**src/sv/eds_pkg.sv**
```systemverilog
`default_nettype none
// ----------------------------------------------------------------------------
// eds_pkg
// Shared widths and the record that travels down the square-root chain.
// ----------------------------------------------------------------------------
package eds_pkg;

  localparam int ELEMENT_WIDTH = 16;
  localparam int SUM_WIDTH     = 48;
  localparam int DIST_WIDTH    = 24;

  // Magnitude of a difference needs one bit more than an element.
  localparam int MAG_WIDTH  = ELEMENT_WIDTH + 1;
  localparam int SQ_WIDTH   = 2 * MAG_WIDTH;
  localparam int ACC_WIDTH  = ((SUM_WIDTH > SQ_WIDTH) ? SUM_WIDTH : SQ_WIDTH) + 1;

  // One chain cell per root bit; each cell consumes two radicand bits.
  localparam int ROOT_WIDTH     = (SUM_WIDTH + 1) / 2;
  localparam int RAD_WIDTH      = 2 * ROOT_WIDTH;
  localparam int REM_WIDTH      = ROOT_WIDTH + 2;
  localparam int DIST_EXT_WIDTH = (ROOT_WIDTH > DIST_WIDTH) ? ROOT_WIDTH : DIST_WIDTH;

  typedef struct packed {
    logic                  valid;
    logic                  sat;
    logic [RAD_WIDTH-1:0]  rad;
    logic [REM_WIDTH-1:0]  rem;
    logic [ROOT_WIDTH-1:0] root;
  } cell_t;

endpackage
`default_nettype wire

```
**src/sv/eds_in_if.sv**
```systemverilog
`default_nettype none
// ----------------------------------------------------------------------------
// eds_in_if
// Element pair channel: valid/ready handshake with the two elements.
// ----------------------------------------------------------------------------
interface eds_in_if;
  logic                                    valid;
  logic                                    ready;
  logic signed [eds_pkg::ELEMENT_WIDTH-1:0] elem_a;
  logic signed [eds_pkg::ELEMENT_WIDTH-1:0] elem_b;
  logic                                    last_element;

  modport source (output valid, output elem_a, output elem_b, output last_element,
                  input ready);
  modport sink (input valid, input elem_a, input elem_b, input last_element,
                output ready);
endinterface
`default_nettype wire

```
**src/sv/eds_out_if.sv**
```systemverilog
`default_nettype none
// ----------------------------------------------------------------------------
// eds_out_if
// Result channel: valid/ready handshake with distance and saturation flag.
// ----------------------------------------------------------------------------
interface eds_out_if;
  logic                            valid;
  logic                            ready;
  logic [eds_pkg::DIST_WIDTH-1:0]  distance;
  logic                            saturated;

  modport source (output valid, output distance, output saturated, input ready);
  modport sink (input valid, input distance, input saturated, output ready);
endinterface
`default_nettype wire

```
**src/sv/eds_accum.sv**
```systemverilog
`default_nettype none
// ----------------------------------------------------------------------------
// eds_accum
// Difference, square and saturating accumulate; launches the sum on last.
// ----------------------------------------------------------------------------
module eds_accum (
  input  wire logic                                     clk,
  input  wire logic                                     rst,
  input  wire logic                                     en,
  input  wire logic                                     in_valid,
  input  wire logic signed [eds_pkg::ELEMENT_WIDTH-1:0] elem_a,
  input  wire logic signed [eds_pkg::ELEMENT_WIDTH-1:0] elem_b,
  input  wire logic                                     last_element,
  output eds_pkg::cell_t                                launch
);

  logic                            mag_valid;
  logic                            mag_last;
  logic [eds_pkg::MAG_WIDTH-1:0]   mag;
  logic                            sq_valid;
  logic                            sq_last;
  logic [eds_pkg::SQ_WIDTH-1:0]    sq;
  logic [eds_pkg::SUM_WIDTH-1:0]   sum;
  logic                            ovf_seen;

  logic signed [eds_pkg::MAG_WIDTH-1:0] diff;
  logic [eds_pkg::MAG_WIDTH-1:0]        mag_next;
  logic [eds_pkg::ACC_WIDTH-1:0]        acc;
  logic                                 ovf;
  logic [eds_pkg::SUM_WIDTH-1:0]        sum_next;
  logic                                 ovf_next;

  always_comb begin
    diff = eds_pkg::MAG_WIDTH'(elem_a) - eds_pkg::MAG_WIDTH'(elem_b);
    mag_next = diff[eds_pkg::MAG_WIDTH-1] ? eds_pkg::MAG_WIDTH'(-diff)
                                          : eds_pkg::MAG_WIDTH'(diff);
    acc = eds_pkg::ACC_WIDTH'(sum) + eds_pkg::ACC_WIDTH'(sq);
    ovf = (acc >> eds_pkg::SUM_WIDTH) != '0;
    sum_next = ovf ? '1 : acc[eds_pkg::SUM_WIDTH-1:0];
    ovf_next = ovf_seen | ovf;
  end

  always_ff @(posedge clk) begin
    if (rst) begin
      mag_valid    <= 1'b0;
      sq_valid     <= 1'b0;
      launch.valid <= 1'b0;
      sum          <= '0;
      ovf_seen     <= 1'b0;
    end else if (en) begin
      mag_valid    <= in_valid;
      sq_valid     <= mag_valid;
      launch.valid <= sq_valid & sq_last;
      if (sq_valid) begin
        if (sq_last) begin
          sum      <= '0;
          ovf_seen <= 1'b0;
        end else begin
          sum      <= sum_next;
          ovf_seen <= ovf_next;
        end
      end
    end
  end

  always_ff @(posedge clk) begin
    if (en) begin
      mag         <= mag_next;
      mag_last    <= last_element;
      sq          <= eds_pkg::SQ_WIDTH'(mag) * eds_pkg::SQ_WIDTH'(mag);
      sq_last     <= mag_last;
      launch.sat  <= ovf_next;
      launch.rad  <= eds_pkg::RAD_WIDTH'(sum_next);
      launch.rem  <= '0;
      launch.root <= '0;
    end
  end

endmodule
`default_nettype wire

```
**src/sv/eds_sqrt_cell.sv**
```systemverilog
`default_nettype none
// ----------------------------------------------------------------------------
// eds_sqrt_cell
// One restoring square-root step: settles one root bit from two radicand bits.
// ----------------------------------------------------------------------------
module eds_sqrt_cell (
  input  wire logic  clk,
  input  wire logic  rst,
  input  wire logic  en,
  input  wire eds_pkg::cell_t prev,
  output eds_pkg::cell_t next
);

  logic [eds_pkg::REM_WIDTH-1:0] rem_sh;
  logic [eds_pkg::REM_WIDTH-1:0] trial;
  logic                          take;

  always_comb begin
    rem_sh = {prev.rem[eds_pkg::REM_WIDTH-3:0],
              prev.rad[eds_pkg::RAD_WIDTH-1 -: 2]};
    trial  = {prev.root, 2'b01};
    take   = rem_sh >= trial;
  end

  always_ff @(posedge clk) begin
    if (rst) begin
      next.valid <= 1'b0;
    end else if (en) begin
      next.valid <= prev.valid;
    end
  end

  always_ff @(posedge clk) begin
    if (en) begin
      next.sat  <= prev.sat;
      next.rad  <= prev.rad << 2;
      next.rem  <= take ? rem_sh - trial : rem_sh;
      next.root <= {prev.root[eds_pkg::ROOT_WIDTH-2:0], take};
    end
  end

endmodule
`default_nettype wire

```
**src/sv/euclidean_distance_stream.sv**
```systemverilog
`default_nettype none
// ----------------------------------------------------------------------------
// euclidean_distance_stream
// Streaming Euclidean distance of two Q8.8 matrices with a square-root chain.
// ----------------------------------------------------------------------------
// Element pairs are taken one per cycle whenever the result side is not
// stalled. Three front stages form the difference, its square and the
// saturating running sum; the pair marked last hands the sum to a chain of
// ROOT_WIDTH square-root cells (24 for a 48-bit sum), one root bit per cell,
// and the distance is read from the output of the last cell. The chain is
// pipelined, so a new run may start right behind the last pair. A result
// stalled at the output stalls the whole pipeline.
module euclidean_distance_stream (
  input wire logic  clk,
  input wire logic  rst,
  eds_in_if.sink    in_ch,
  eds_out_if.source out_ch
);

  logic           en;
  eds_pkg::cell_t chain [eds_pkg::ROOT_WIDTH+1];

  logic [eds_pkg::DIST_EXT_WIDTH-1:0] root_ext;
  logic                               clamp;

  assign en          = !out_ch.valid || out_ch.ready;
  assign in_ch.ready = en;

  eds_accum u_accum (
    .clk          (clk),
    .rst          (rst),
    .en           (en),
    .in_valid     (in_ch.valid),
    .elem_a       (in_ch.elem_a),
    .elem_b       (in_ch.elem_b),
    .last_element (in_ch.last_element),
    .launch       (chain[0])
  );

  for (genvar i = 0; i < eds_pkg::ROOT_WIDTH; i++) begin : g_cell
    eds_sqrt_cell u_cell (
      .clk  (clk),
      .rst  (rst),
      .en   (en),
      .prev (chain[i]),
      .next (chain[i+1])
    );
  end

  // The root only outgrows the distance field for sums wider than 48 bits.
  always_comb begin
    root_ext = eds_pkg::DIST_EXT_WIDTH'(chain[eds_pkg::ROOT_WIDTH].root);
    clamp    = (root_ext >> eds_pkg::DIST_WIDTH) != '0;
  end

  assign out_ch.valid     = chain[eds_pkg::ROOT_WIDTH].valid;
  assign out_ch.distance  = clamp ? '1 : root_ext[eds_pkg::DIST_WIDTH-1:0];
  assign out_ch.saturated = chain[eds_pkg::ROOT_WIDTH].sat | clamp;

  a_stall_holds_launch: assert property (@(posedge clk) disable iff (rst)
    !en && chain[0].valid |=> chain[0].valid)
    else $error("launched sum lost during a stall");

  a_reset_clears_out: assert property (@(posedge clk)
    rst |=> !out_ch.valid)
    else $error("result valid right after reset");

  a_no_invented_result: assert property (@(posedge clk) disable iff (rst)
    out_ch.valid && out_ch.ready |=> !out_ch.valid ||
      $past(chain[eds_pkg::ROOT_WIDTH-1].valid))
    else $error("result appeared without a preceding chain entry");

endmodule
`default_nettype wire
```
**src/flat_wrapper.sv**
```systemverilog
// flat-port wrapper written by rule: the top's interface ports become plain ports
module euclidean_distance_stream_flat 
  (clk, rst, in_ch_valid, in_ch_elem_a, in_ch_elem_b, in_ch_last_element, in_ch_ready, out_ch_valid, out_ch_distance, out_ch_saturated, out_ch_ready);
  eds_in_if in_ch_i ();
  eds_out_if out_ch_i ();
  input wire logic clk;
  input wire logic rst;
  input wire logic [$bits(in_ch_i.valid)-1:0] in_ch_valid;
  input wire logic [$bits(in_ch_i.elem_a)-1:0] in_ch_elem_a;
  input wire logic [$bits(in_ch_i.elem_b)-1:0] in_ch_elem_b;
  input wire logic [$bits(in_ch_i.last_element)-1:0] in_ch_last_element;
  output wire logic [$bits(in_ch_i.ready)-1:0] in_ch_ready;
  output wire logic [$bits(out_ch_i.valid)-1:0] out_ch_valid;
  output wire logic [$bits(out_ch_i.distance)-1:0] out_ch_distance;
  output wire logic [$bits(out_ch_i.saturated)-1:0] out_ch_saturated;
  input wire logic [$bits(out_ch_i.ready)-1:0] out_ch_ready;
  assign in_ch_i.valid = in_ch_valid;
  assign in_ch_i.elem_a = in_ch_elem_a;
  assign in_ch_i.elem_b = in_ch_elem_b;
  assign in_ch_i.last_element = in_ch_last_element;
  assign in_ch_ready = in_ch_i.ready;
  assign out_ch_valid = out_ch_i.valid;
  assign out_ch_distance = out_ch_i.distance;
  assign out_ch_saturated = out_ch_i.saturated;
  assign out_ch_i.ready = out_ch_ready;
  euclidean_distance_stream u_core (.clk(clk), .rst(rst), .in_ch(in_ch_i), .out_ch(out_ch_i));
endmodule
```
**config.mk**
```make
export PLATFORM = sky130hd
export DESIGN_NAME = euclidean_distance_stream_flat
export DESIGN_NICKNAME = d
export VERILOG_FILES = /design/src/sv/eds_pkg.sv /design/src/sv/eds_in_if.sv /design/src/sv/eds_out_if.sv /design/src/sv/eds_accum.sv /design/src/sv/eds_sqrt_cell.sv /design/src/sv/euclidean_distance_stream.sv /design/src/flat_wrapper.sv
export SDC_FILE = /design/constraint.sdc
export NUM_CORES = 2
export LEC_CHECK = 0
export BUFFER_PORTS_ARGS = -buffer_cell sky130_fd_sc_hd__buf_2
export CORE_MARGIN = 2
export CORE_UTILIZATION = 40
export DETAILED_ROUTE_END_ITERATION = 7
export GPL_TIMING_DRIVEN = 0
export PLACE_DENSITY_LB_ADDON = 0.25
export SETUP_SLACK_MARGIN = 0.4
export SYNTH_ARGS = -nofsm -noshare
export SYNTH_HDL_FRONTEND = slang
export SYNTH_SLANG_ARGS = --single-unit
```
**constraint.sdc**
```tcl
create_clock -name clk -period 87.7 [get_ports clk]
set_clock_uncertainty 0.2 [all_clocks]
set_input_delay 4.385 -clock clk [delete_from_list [all_inputs] [get_ports clk]]
set_output_delay 4.385 -clock clk [all_outputs]
set_load 0.01 [all_outputs]
```
==> impl_metrics.yaml <==
critical_path:
  crit_path_start_kind: "input port"
  slowest_delay_ns: 0.60
  slowest_stage: "buf_2"
  end_kind: "output port"
  cp_common_cell: "buf_2"
  required_ns: 83.11
  cp.arrival_ns: 6.30
  cp_top_family: "buffers and inverters"
  critical_path_class: "input port to output port"
  path_cells: "buf_2 -> nor2b_1 -> clkbuf_1 -> inv_1 -> clkbuf_1 -> buf_2 -> buf_12 -> buf_2"
  cp_max_fo: 35
  path_buf_inv: 7
yosys:
  netlist_instances: 6603
  synth_async_sr_flop_share: 0
  yosys.area.top_type_share: 0.556
  synth_flop_cell: "edfxtp_1"
  synth.most_common_cell: "edfxtp_1"
  synth_commonest_cells: "1,498 x edfxtp_1, 739 x inv_1, 535 x nand2_1"
  ys_ff_latch: 1574
  ys_seq_area_frac: 0.575
  synthDistinctLibCells: 101
  synth_top_area_cell: "edfxtp_1"
  yosys_warnings: 0
  synth_fp_nets: 7318
  avgSynthCellArea_um2: 12.3
  syn_area_um2: 80900
  synth_edf_count: 1498
  yosys-top-cells-area: "edfxtp_1 56%, ha_1 7.5%, fa_1 4.8%"
floorplanning:
  dieHeight_um: 454
  fp-row-count: 165
  floorplan.initialDensity: 0.401
  die_w_um: 454
  fp.dieArea_um2: 206000
  ios: 64
  core_um2: 202000
clocking:
  cts_buffers: 169
  cts_buffer_depth: 3
  postCtsResizedCells: 0
  cts_tree: "done"
  cts_root_buf: "clkbuf_16"
  worstSkewPairLatency_ns: 0.81
  cts.htree.levels: 4
  hold_buffers: 0
  post_cts_buffers: 0
  clk_pin_slew_ns: 0.06
  clock-sinks: 1574
layout:
  fillCellCount: 18300
  layout-drive-gt1-share: 0.0693
  layout.nets: 7591
  fin_area_um2: 91100
  synthToLayoutAreaGrowth_pct: 12.5
route:
  num_vias: 49400
  drt-met1-wl_um: 71500
  wl_per_cell_um: 17.6
  drt_iter0_markers: 3379
  drc: 0
  ant_nets: 0
  drtPass1Iterations: 5
  viasPerCell: 5.10
  top_layer: "met4"
  wl_um: 170000
  met3WireLength_um: 6010
  wl_met2_um: 86800
sta:
  fin_crit_sh: 0.124
  setup_viol: 0
  fmax_mhz: 91.9
  finalSetupTns_ns: 0
  hold_violations: 0
  fin_crit_ns: 10.88
  worstMarginPinSlew_ns: 0.984
  rsz0062_at_grt: "false"
  drv_slew: 0
  max_slew_margin: 0.335
placed_design:
  portBuffers: 63
  globalplace.congestion: 0.875
  place_area_um2: 85400
  place_hpwl_um: 129000
global_route:
  grt_pass1_wl_um: 268000
  antenna_found_initial: 1
  track_usage: 0.165
  grt_pass1_vias: 49100
  grt_max_degree: 46
  gr-total-overflow: 0
job:
  maxCapViolCount: 0
run_status:
  status: "complete, no violations"
hold_path:
  hold_path.class: "flop to flop"
-- layout by cell type (no fill, tap or decap), types with 78 or more instances in the layout --
master	instances
xnor2_1	291
o21a_1	78
and2_1	92
nand3_1	82
ha_1	485
nor3_1	143
nand2b_1	81
inv_1	739
a21oi_1	371
clkbuf_16	170
nor2_1	319
clkbuf_1	129
xor2_1	207
o21ai_0	317
edfxtp_1	1498
fa_1	193
nand2_1	535
a21o_1	143
-- stage by stage --
stage	instances	worst slack (ns)	hold slack, ns	utilization
2_1_floorplan	6603	37.68	0.200	-
3_3_place_gp	9338	17.56	0.201	0.419
3_5_place_dp	9377	76.79	0.205	0.423
4_1_cts	9688	76.78	0.194	0.451
5_1_grt	9688	76.65	0.200	0.451
6_report	9689	76.82	0.193	0.451
-- layer usage --
layer | global-route usage | vias up
li1 | - | 24300
met1 | 0.200 | 23900
met2 | 0.294 | 911
met3 | 0.0243 | 307
met4 | 0.0602 | 0
met5 | 0 | -
-- flip-flops by register name (all words and copies together), names as in the netlist --
signal	cells
u_core.u_accum.mag_valid	1
u_core.u_accum.sq	33
u_core.u_accum.ovf_seen	1
u_core.u_accum.sq_last	1
u_core.g_cell.u_cell.next	1421
u_core.u_accum.launch	50
u_core.u_accum.sq_valid	1
u_core.u_accum.mag	17
u_core.u_accum.mag_last	1
u_core.u_accum.sum	48
-- cell type report --
cell class,count,area [µm²],share of cell area
Sequential cell,1574,46500,0.511
Multi-Input combinational cell,4146,31000,0.340
Clock buffer,205,4420,0.0485
Tap cell,2672,3340,0.0367
Inverter,742,2790,0.0306
Clock inverter,106,1280,0.0141
Timing Repair Buffer,102,1100,0.0120
Buffer,141,656,0.00720
Antenna cell,1,2.50,0.0000275
-- path summary, 6_finish.rpt --
kind	from	to	slack, ns	cells past startpoint
max	out_ch_ready	in_ch_ready	76.82	8
max reg2reg	u_core.u_accum.mag[14]	u_core.u_accum.sq[33]	79.70	22
min	u_core.g_cell[4].u_cell.next[84]	u_core.g_cell[5].u_cell.next[86]	0.19	0
min reg2reg	u_core.g_cell[4].u_cell.next[84]	u_core.g_cell[5].u_cell.next[86]	0.19	0
-- cells by family after synthesis --
group                    synth area share
AND/OR/NAND/NOR                     0.101
flip-flops                          0.575
AO/OA/AOI/OAI                      0.0996
buffers and inverters              0.0425
adder cells (fa/ha/maj)             0.123
XOR/XNOR                           0.0539
multiplexers                      0.00530
other                           0.0000463
-- worst register-to-register path, stage by stage (launching register included) --
cell       delay (ns)
edfxtp_1         0.40
clkbuf_1         0.39
clkbuf_1         0.62
nand2_1          0.15
fa_1             0.56
inv_1            0.07
fa_1             0.51
fa_1             0.52
fa_1             0.53
fa_1             0.55
inv_1            0.06
fa_1             0.53
inv_1            0.08
ha_1             0.29
clkbuf_1         0.17
a2111oi_0        0.47
o21ai_0          0.19
nand4_1          0.24
a41oi_1          0.28
a2111o_1         0.47
a31oi_1          0.17
o21bai_1         0.09
xnor2_1          0.28
Power is not shown: default switching activity piles up to over one toggle a cycle in this logic, so the estimate is an artifact.
